[config.mk]
export PLATFORM = sky130hd
export DESIGN_NAME = viterbi_decode_r13_k3_byte
export DESIGN_NICKNAME = d
export VERILOG_FILES = /design/src/hw/rtl/vdec_pkg.sv /design/src/hw/rtl/viterbi_decode_r13_k3_byte.sv /design/src/hw/rtl/vdec_head.sv /design/src/hw/rtl/vdec_acs.sv /design/src/hw/rtl/vdec_sel.sv
export VERILOG_INCLUDE_DIRS = /design/src /design/src/hw/rtl
export SDC_FILE = /design/constraint.sdc
export NUM_CORES = 1
export LEC_CHECK = 0
export ABC_AREA = 1
export BUFFER_PORTS_ARGS = -buffer_cell sky130_fd_sc_hd__buf_2
export CAP_MARGIN = 20
export CORE_ASPECT_RATIO = 1.5
export CORE_MARGIN = 3
export CORE_UTILIZATION = 45
export CTS_CLUSTER_SIZE = 20
export DETAILED_ROUTE_END_ITERATION = 7
export PLACE_DENSITY = 0.63
export SKIP_LAST_GASP = 1
export SYNTH_ARGS = -nofsm -noshare
export SYNTH_HDL_FRONTEND = slang
export SYNTH_SLANG_ARGS = --single-unit
[constraint.sdc]
create_clock -name clk -period 3.5 [get_ports clk]
set_input_delay 0.7 -clock clk [delete_from_list [all_inputs] [get_ports clk]]
set_output_delay 0.7 -clock clk [all_outputs]
set_load 0.01 [all_outputs]
[src/hw/rtl/assert_macros.svh]
// assertion helpers for the rtl
`ifndef ASSERT_MACROS_SVH
`define ASSERT_MACROS_SVH

// same-cycle implication
`define ASSERT_IMPLIES(label, clk, rst_n, ante, cons, msg) \
    label: assert property (@(posedge clk) disable iff (!rst_n) (ante) |-> (cons)) \
        else $error(msg);

// consequence a fixed number of cycles after the antecedent
`define ASSERT_AFTER(label, clk, rst_n, ante, n, cons, msg) \
    label: assert property (@(posedge clk) disable iff (!rst_n) (ante) |-> ##n (cons)) \
        else $error(msg);

`endif

[src/hw/rtl/vdec_pkg.sv]
package vdec_pkg;

    localparam int NUM_SYM    = 8;
    localparam int SYM_W      = 3;
    localparam int CW_W       = NUM_SYM * SYM_W;
    localparam int NUM_ST     = 4;
    localparam int MET_W      = 5;
    localparam int BYTE_W     = 8;
    localparam int MAX_METRIC = 24;

    // trellis stages after the merged first two
    localparam int NUM_ACS = NUM_SYM - 2;
    // head + acs stages + final select
    localparam int LATENCY = NUM_ACS + 2;

    // branch codeword for candidate k = 2*state + (pred >> 1)
    localparam logic [7:0][SYM_W-1:0] BRANCH = {
        3'd1, 3'd2, 3'd4, 3'd7, 3'd6, 3'd5, 3'd3, 3'd0
    };

    typedef logic [MET_W-1:0]  metric_t;
    typedef logic [BYTE_W-1:0] surv_t;

    typedef struct packed {
        logic [CW_W-1:0]          cw;
        metric_t [NUM_ST-1:0]     metric;
        surv_t [NUM_ST-1:0]       surv;
    } trellis_t;

    // received symbol has its msb at the lowest codeword bit
    function automatic logic [SYM_W-1:0] rev_sym(input logic [SYM_W-1:0] raw);
        rev_sym = {raw[0], raw[1], raw[2]};
    endfunction

    // hamming distance between symbol and branch codeword
    function automatic logic [1:0] branch_dist(input logic [SYM_W-1:0] sym,
                                               input logic [SYM_W-1:0] code);
        logic [SYM_W-1:0] d;
        d = sym ^ code;
        branch_dist = {1'b0, d[0]} + {1'b0, d[1]} + {1'b0, d[2]};
    endfunction

endpackage

[src/hw/rtl/viterbi_decode_r13_k3_byte.sv]
// Hard-decision Viterbi decoder, rate 1/3, K=3, one 24-bit codeword per byte.
// A codeword is transferred when start is high and busy is low; busy is high only
// during reset and the first clock after it, so a new codeword can be transferred
// every cycle. Each codeword yields one result exactly 8 cycles later: decoded_byte
// and path_metric are valid for the single cycle in which done is high, and must be
// taken then. The latency is set by the trellis pipeline: one stage for the first
// two symbols, one add-compare-select stage for each of the remaining six symbols,
// and one stage for the final minimum search.
`include "assert_macros.svh"

module viterbi_decode_r13_k3_byte
    import vdec_pkg::*;
(
    input  logic              clk,
    input  logic              rst_n,
    input  logic              start,
    output logic              busy,
    input  logic [CW_W-1:0]   codeword,
    output logic              done,
    output logic [BYTE_W-1:0] decoded_byte,
    output logic [MET_W-1:0]  path_metric
);

    logic     busy_reg;
    logic     xfer;
    logic     st_valid [NUM_ACS + 1];
    trellis_t st_data  [NUM_ACS + 1];

    always_ff @(posedge clk or negedge rst_n)
    begin
        if (!rst_n)
            busy_reg <= 1'b1;
        else
            busy_reg <= 1'b0;
    end

    assign busy = busy_reg;
    assign xfer = start && !busy_reg;

    vdec_head u_head (
        .clk       (clk),
        .rst_n     (rst_n),
        .in_valid  (xfer),
        .codeword  (codeword),
        .out_valid (st_valid[0]),
        .out_data  (st_data[0])
    );

    // stage g decodes symbol g + 1
    for (genvar g = 1; g <= NUM_ACS; g++)
    begin : g_acs
        vdec_acs u_acs (
            .clk       (clk),
            .rst_n     (rst_n),
            .in_valid  (st_valid[g - 1]),
            .sym       (rev_sym(st_data[g - 1].cw[SYM_W * (g + 1) +: SYM_W])),
            .in_data   (st_data[g - 1]),
            .out_valid (st_valid[g]),
            .out_data  (st_data[g])
        );
    end

    vdec_sel u_sel (
        .clk          (clk),
        .rst_n        (rst_n),
        .in_valid     (st_valid[NUM_ACS]),
        .in_data      (st_data[NUM_ACS]),
        .done         (done),
        .decoded_byte (decoded_byte),
        .path_metric  (path_metric)
    );

    `ASSERT_AFTER(a_latency, clk, rst_n, xfer, LATENCY, done, "transfer did not give a result")
    `ASSERT_IMPLIES(a_no_spurious, clk, rst_n, done, $past(xfer, LATENCY), "result without transfer")
    `ASSERT_IMPLIES(a_metric_range, clk, rst_n, done, path_metric <= metric_t'(MAX_METRIC), "metric too large")
    `ASSERT_IMPLIES(a_zero_word, clk, rst_n, done && $past(codeword, LATENCY) == '0, decoded_byte == '0 && path_metric == '0, "zero codeword misdecoded")

endmodule

[src/hw/rtl/vdec_head.sv]
module vdec_head
    import vdec_pkg::*;
(
    input  logic            clk,
    input  logic            rst_n,
    input  logic            in_valid,
    input  logic [CW_W-1:0] codeword,
    output logic            out_valid,
    output trellis_t        out_data
);

    logic               valid_reg;
    trellis_t           data_reg;
    trellis_t           data_next;
    logic [SYM_W-1:0]   sym0;
    logic [SYM_W-1:0]   sym1;
    metric_t            m0 [NUM_ST];

    assign sym0 = rev_sym(codeword[0 +: SYM_W]);
    assign sym1 = rev_sym(codeword[SYM_W +: SYM_W]);

    // first symbol: only states 0 and 1 have a reachable path, 2 and 3 start at zero
    assign m0[0] = metric_t'(branch_dist(sym0, BRANCH[0]));
    assign m0[1] = metric_t'(branch_dist(sym0, BRANCH[2]));
    assign m0[2] = '0;
    assign m0[3] = '0;

    // second symbol: odd candidates are unreachable, so the even one always wins
    always_comb
    begin
        data_next.cw = codeword;
        for (int j = 0; j < NUM_ST; j++)
        begin
            data_next.metric[j] = metric_t'(branch_dist(sym1, BRANCH[2 * j]))
                                  + m0[j / 2];
            data_next.surv[j]   = surv_t'(j);
        end
    end

    always_ff @(posedge clk or negedge rst_n)
    begin
        if (!rst_n)
            valid_reg <= 1'b0;
        else
            valid_reg <= in_valid;
    end

    always_ff @(posedge clk)
    begin
        if (in_valid)
            data_reg <= data_next;
    end

    assign out_valid = valid_reg;
    assign out_data  = data_reg;

endmodule

[src/hw/rtl/vdec_acs.sv]
module vdec_acs
    import vdec_pkg::*;
(
    input  logic             clk,
    input  logic             rst_n,
    input  logic             in_valid,
    input  logic [SYM_W-1:0] sym,
    input  trellis_t         in_data,
    output logic             out_valid,
    output trellis_t         out_data
);

    logic     valid_reg;
    trellis_t data_reg;
    trellis_t data_next;
    metric_t  nmet  [NUM_ST];
    surv_t    nsurv [NUM_ST];

    for (genvar j = 0; j < NUM_ST; j++)
    begin : g_state
        localparam int PE = j / 2;
        localparam int PO = j / 2 + 2;

        metric_t cand_e;
        metric_t cand_o;
        logic    pick;
        surv_t   prev;

        assign cand_e = metric_t'(branch_dist(sym, BRANCH[2 * j])) + in_data.metric[PE];
        assign cand_o = metric_t'(branch_dist(sym, BRANCH[2 * j + 1])) + in_data.metric[PO];
        // ties go to the even predecessor
        assign pick     = (cand_o < cand_e);
        assign prev     = pick ? in_data.surv[PO] : in_data.surv[PE];
        assign nmet[j]  = pick ? cand_o : cand_e;
        assign nsurv[j] = {prev[BYTE_W-2:0], 1'(j % 2)};
    end

    always_comb
    begin
        data_next.cw = in_data.cw;
        for (int j = 0; j < NUM_ST; j++)
        begin
            data_next.metric[j] = nmet[j];
            data_next.surv[j]   = nsurv[j];
        end
    end

    always_ff @(posedge clk or negedge rst_n)
    begin
        if (!rst_n)
            valid_reg <= 1'b0;
        else
            valid_reg <= in_valid;
    end

    always_ff @(posedge clk)
    begin
        if (in_valid)
            data_reg <= data_next;
    end

    assign out_valid = valid_reg;
    assign out_data  = data_reg;

endmodule

[src/hw/rtl/vdec_sel.sv]
module vdec_sel
    import vdec_pkg::*;
(
    input  logic              clk,
    input  logic              rst_n,
    input  logic              in_valid,
    input  trellis_t          in_data,
    output logic              done,
    output logic [BYTE_W-1:0] decoded_byte,
    output logic [MET_W-1:0]  path_metric
);

    logic              done_reg;
    logic [BYTE_W-1:0] byte_reg;
    logic [BYTE_W-1:0] byte_next;
    metric_t           metric_reg;
    metric_t           metric_next;
    logic [1:0]        a_idx;
    logic [1:0]        b_idx;
    logic [1:0]        best;
    metric_t           a_met;
    metric_t           b_met;
    surv_t             win;

    // pairwise minimum, lower state wins on ties at both levels
    always_comb
    begin
        a_idx = (in_data.metric[1] < in_data.metric[0]) ? 2'd1 : 2'd0;
        b_idx = (in_data.metric[3] < in_data.metric[2]) ? 2'd3 : 2'd2;
        a_met = in_data.metric[a_idx];
        b_met = in_data.metric[b_idx];
        best  = (b_met < a_met) ? b_idx : a_idx;
        metric_next = (b_met < a_met) ? b_met : a_met;
        win = in_data.surv[best];
        // survivor holds the oldest bit at the top
        for (int k = 0; k < BYTE_W; k++)
            byte_next[k] = win[BYTE_W - 1 - k];
    end

    always_ff @(posedge clk or negedge rst_n)
    begin
        if (!rst_n)
            done_reg <= 1'b0;
        else
            done_reg <= in_valid;
    end

    always_ff @(posedge clk)
    begin
        if (in_valid)
        begin
            byte_reg   <= byte_next;
            metric_reg <= metric_next;
        end
    end

    assign done         = done_reg;
    assign decoded_byte = byte_reg;
    assign path_metric  = metric_reg;

endmodule
; Yosys cells after proc, flatten, opt, wreduce, memory -nomap -nowiden
; Index checks and enable logic that the tools add are counted.
; Widths: inputs -> output; s select.
[totals]
reg_bits = 414
out_inout_bits = 15
wordCells = 359
[classes]
n_addsub = 154
n_lt_le_gt_ge = 30
n_mux = 58
bitwise_logic = 46
n_reduce_logical = 2
[op_table]
columns = op, n
row1 = $add 2x5->5, 48
row2 = $mux 5, 31
row3 = $lt 5x5->1, 27
row4 = $add 2x1->2, 54
row5 = $add 1x1->2, 48
row6 = $not 2->2, 20
row7 = $mux 7, 4
row8 = $mux 6, 4
row9 = $not 3->3, 7
row10 = $bmux 5 s2, 2
row11 = $not 1->1, 19
row12 = $bmux 8 s2, 1
row13 = $mux 4, 4
row14 = $add 2x2->3, 4
row15 = $mux 3, 4
row16 = $mux 2, 5
row17 = $lt 2x3->1 const B, 3
row18 = $mux 8, 1
row19 = $mux 1, 2
row20 = $logic_and 1x1->1, 1
row21 = $logic_not 1->1, 1

; Longest topological paths before layout
[logic_depth]
depth_word = 8
ltp_mapped = 20

; By module
; A second synthesis with hierarchy kept.
[unflattened]
cells_unflattened = 3260
area_unflattened_um2 = 30479.2
[modules_own_cells]
columns = module, n_inst, cells_each, area_each_um2
row1 = vdec_acs (g_acs[5].u_acs), 1, 490, 4640.7
row2 = vdec_acs (g_acs[6].u_acs), 1, 490, 4625.7
row3 = vdec_acs (g_acs[4].u_acs), 1, 490, 4531.8
row4 = vdec_acs (g_acs[3].u_acs), 1, 491, 4525.6
row5 = vdec_acs (g_acs[2].u_acs), 1, 490, 4513.1
row6 = vdec_acs (g_acs[1].u_acs), 1, 490, 4496.8
row7 = vdec_head, 1, 113, 1739.2
row8 = vdec_sel, 1, 202, 1366.3
row9 = viterbi_decode_r13_k3_byte, 1, 4, 40.0

; Worst setup path before layout
; OpenSTA, ideal clock, no wires.
[synth_path]
kind = register to register
start = reg g_acs[5].u_acs.data_reg, in the netlist g_acs[5].u_acs.out_data[74]
end = reg g_acs[6].u_acs.data_reg, in the netlist g_acs[6].u_acs.out_data[13] (data pin)
setup_time_ns = 0.265
arrival_time_ns = 3.277
required_ns = 3.235
path_slack_ns = -0.042
path_stages_with_launch = 17
period_less_slack_ns = 3.542
cell_sequence = edfxtp_1 -> inv_1 -> fa_1 -> inv_1 -> ha_1 -> inv_1 -> fa_1 -> nor3_1 -> xor2_1 -> ha_1 -> nand2_1 -> inv_1 -> o21ai_0 -> nand3_1 -> clkbuf_1 -> nand2_1 -> o21ai_0
[synth_lines]
columns = element, line_no
row1 = from (decl), vdec_acs.sv:14  ; trellis_t data_reg;
row2 = from (signal assigned), vdec_acs.sv:59  ; data_reg <= data_next;
row3 = to (signal assigned), vdec_acs.sv:59
row4 = to (decl), vdec_acs.sv:14

==> parameters.txt <==
Parameter                              Value

Route
  Antenna viol nets, final ... 0
  Wire length on met1 ... 12700 um
  Initial DRC count ... 560
  TritonRoute pass-1 iters ... 5
  Vias ... between 10000 and 15000
  Routed met3 length ... 927 um
  DRC violation count after routing ... 0
  Detailed route wirelength on metal2 ... 26100 um
  DR top layer ... met4
  Post-detailed-route wirelength per cell ... 15.9 um
  Average via count per standard cell ... 4.98
  Routed WL ... 43200 um

Clocking
  Root Driver ... sky130_fd_sc_hd__clkbuf_16
  Number of levels the H-tree was split into ... 1
  TritonCTS buffer count ... 30
  Clock Path Buffers ... 3
  Clock-pin slew reported for the worst setup and hold paths after clock tree synthesis ... 0.07 ns
  CTS tree ... built
  TritonCTS sink count ... ~300
  Insertion delay to the later sink of the worst-skew pair ... 0.58 ns

Floorplanning
  Total core area ... 43200 sq um
  Number of core rows ... 93
  Overall die width ... about 180 um
  Die footprint ... approximately 46000 sq um
  Top Ports ... 42
  Effective utilization at floorplan ... 45.7%
  DIE HEIGHT ... 262 um

Setup path
  Crit Path Class ... reg2reg
  Critical path's largest stage delay ... 0.53 ns
  Worst reg-to-reg setup slack ... 0.09 ns
  Highest fanout seen on the critical path ... 5
  Crit. End Element ... flip-flop
  Worst endpoint data arrival time ... between 3 and 4 ns
  Sort of element at the start of the critical path ... flip-flop
  Crit-path most repeated cell ... sky130_fd_sc_hd__inv_1
  End of the worst register-to-register path ... g_acs[3].u_acs.out_data[42]$_DFFE_PP_
  Cell-by-cell trace of the critical path ... inv_2, buf_4, fa_1, ha_2, inv_1, fa_2, nor3_2, xor2_1, ha_1, nand2_1, inv_1, o21ai_0, nand3_2, buf_6, nand2_2, o21ai_4
  Slowest cell on the critical path ... sky130_fd_sc_hd__fa_1
  Startpoint of the worst register-to-register path ... g_acs[2].u_acs.out_data[64]$_DFFE_PP_
  Register-to-Register Path Depth ... 16
  Critical Path RT ... about 3.8 ns

Logic synthesis
  Post-synthesis cell count ... between 1500 and 2000
  Net Count, Synth ... 2264
  Sequential cell area fraction in the yosys report ... 45.0%
  Number of synthesized register bits ... 297
  Cell variety after synth ... 25
  Number of warnings issued by yosys ... 0
  Total standard cell area after synthesis ... 19700 sq um
  Average cell area after synthesis ... 10.2 sq um

Global routing
  Largest net degree at the start of global routing ... 46
  Number of global-route vias before repair ... 14100
  Remaining Overflow, GRT ... 0
  Initial antenna violation count ... 0
  Aggregate global-route resource usage ... 18.1%
  Wire length of the first global-routing pass ... 66800 um

Timing
  Relative slew slack ... 37.4%
  Slew of the pin with the lowest slew margin ... 0.937 ns
  RSZ-0062 raised after global routing ... true
  Final critical-path share of the clock period ... 97.6%
  Final setup violation count ... 0
  Fmax ... 0.293 GHz
  Setup Skew ... 0.0154 ns
  Endpoints failing hold ... 0
  Time the final worst path needs with I/O delays and setup ... 3.41 ns
  Pins over their slew limit ... 0

Finish
  Flip-flop count of the largest register after layout ... between 200 and 250
  Fraction of final layout cells with drive strength greater than 1 ... 16.9%
  Area growth, synth to finish ... 18.2%
  Final std cells w/o fill ... 2714
  Total number of nets in the final design ... 2458
  Non-Filler Cell Area, Final ... between 20000 and 25000 sq um
  Diode insertion count for antenna repair ... 0

Status
  Run status ... completed

Hold path
  Worst hold path class ... in2reg
  Hold Path Stages ... 1
  Hold endpoint ... u_head.out_data[59]$_DFFE_PP_
  Startpoint of the lowest-slack hold path ... codeword[7]

Placement
  DP HPWL ... between 30000 and 40000 um
  RePlAce Congestion ... 0.929
  Cell count after placement ... 2599
  Post-DP Area ... 21200 sq um
  Quantity of I/O buffers inserted on ports ... 41

Job
  Reported max-cap violation count ... 0
-- Yosys cell counts --
library cell                 n  share of area (%)
sky130_fd_sc_hd__nand4_1    26               0.82
sky130_fd_sc_hd__dfrtp_1     8                1.0
sky130_fd_sc_hd__a21oi_1    53                1.3
sky130_fd_sc_hd__xnor2_1    41                1.8
sky130_fd_sc_hd__dfstp_2     1               0.13
sky130_fd_sc_hd__nand2_4     2               0.11
sky130_fd_sc_hd__edfxtp_1  288                 44
sky130_fd_sc_hd__fa_1      107                 11
sky130_fd_sc_hd__nand3_2     2               0.10
sky130_fd_sc_hd__nor2_1     29               0.55
sky130_fd_sc_hd__a211oi_2    1              0.063
sky130_fd_sc_hd__buf_6       2               0.11
sky130_fd_sc_hd__inv_1     420                8.0
sky130_fd_sc_hd__nand2_1   321                6.1
sky130_fd_sc_hd__o21ai_0   237                6.0
sky130_fd_sc_hd__o21a_1      6               0.23
sky130_fd_sc_hd__buf_2       3              0.076
sky130_fd_sc_hd__nand3_1    57                1.4
sky130_fd_sc_hd__xor2_1     79                3.5
sky130_fd_sc_hd__nand2_2     1              0.032
sky130_fd_sc_hd__ha_1      204                 13
sky130_fd_sc_hd__clkbuf_1   16               0.30
sky130_fd_sc_hd__inv_2       1              0.019
sky130_fd_sc_hd__conb_1      1              0.019
sky130_fd_sc_hd__nor3_1     20               0.51
-- routing by layer --
metal,vias to the layer above,global-route usage [%]
met5,-,0
met3,163,1.69
met2,232,38.6
li1,6689,-
met1,6421,14.8
met4,0,11.5
-- placed cells by master, fill, tap and decap left out, drive strengths merged --
cell type,synthesis,final
bufinv,0,8
nand4,26,26
nand2,324,324
nand3,59,60
a211oi,1,1
fa,107,107
edfxtp,288,288
xor2,79,79
nor3,20,20
dlygate4sd3,0,1
conb,1,1
buf,5,181
ha,204,204
o21a,6,6
dfrtp,8,8
o21ai,237,237
xnor2,41,41
a21oi,53,53
dfstp,1,1
inv,421,421
nor2,29,29
clkinvlp,0,3
clkinv,0,10
clkbuf,16,35
-- stage by stage --
step | util [%] | worst slack (ns) | hold WS (ns) | setup TNS (ns)
final | 54.0 | 0.0856 | 0.298 | 0
after global routing | 54.0 | -0.0894 | 0.285 | -1.67
after CTS | 52.0 | -0.0323 | 0.268 | -0.0323
after detailed placement | 49.0 | -0.463 | 0.405 | -2.25
after global placement | 49.0 | -0.435 | 0.401 | -0.745
after floorplan | - | 0.0226 | 0.400 | 0
-- worst max-delay path by stage --
stage,from,endpoint,slack (ns),cells past startpoint
finish,g_acs[2].u_acs.out_data[64]$_DFFE_PP_,g_acs[3].u_acs.out_data[42]$_DFFE_PP_,0.09,16
global placement,g_acs[2].u_acs.out_data[64]$_DFFE_PP_,g_acs[3].u_acs.out_data[42]$_DFFE_PP_,-0.43,14
CTS,g_acs[2].u_acs.out_data[66]$_DFFE_PP_,g_acs[3].u_acs.out_data[42]$_DFFE_PP_,-0.03,15
global route,g_acs[3].u_acs.out_data[67]$_DFFE_PP_,g_acs[4].u_acs.out_data[21]$_DFFE_PP_,-0.09,16
detailed placement,g_acs[2].u_acs.out_data[64]$_DFFE_PP_,g_acs[3].u_acs.out_data[42]$_DFFE_PP_,-0.46,14
floorplan,g_acs[5].u_acs.out_data[73]$_DFFE_PP_,g_acs[6].u_acs.out_data[13]$_DFFE_PP_,0.02,16
-- critical path: cells and delay by family, from the launching register on --
family | cells | cell delay (ns)
xor gates and xnor gates | 1 | 0.25
buffers and inverters | 5 | 0.49
DFF | 1 | 0.41
and+or+nand+nor | 4 | 0.45
AOI/OAI and AO/OA | 2 | 0.17
adders and majority gates | 4 | 1.38
-- layout make-up --
type	instances	area (sq um)
fillers	3742	19900
multi-input cells	1188	9690
flip-flops and latches	297	8870
inverters	421	1580
repair buffers	182	1350
clock buffers	35	801
well taps	570	713
clock inverters	21	310
-- cell families (layout without fill, tap and decap cells) --
kind of cell,Yosys count,after routing,share of synthesized area [%]
flops,297,297,45.0
other cells,1,1,0.0190
xor+xnor,120,120,5.33
simple gates,458,459,9.69
fa+ha+maj,311,311,23.8
compound gates,297,297,7.65
buf+inv,442,659,8.51
-- what timing repair did --
action	in CTS	in global routing
pin swaps	12	71
cloned	0	6
hold buffers	1	0
buffers inserted	13	39
resized for setup	22	153
setup endpoints to repair	59	165
endpoints found under the hold margin	5	0
Power is not shown: default switching activity piles up to over one toggle a cycle in this logic, so the estimate is an artifact.
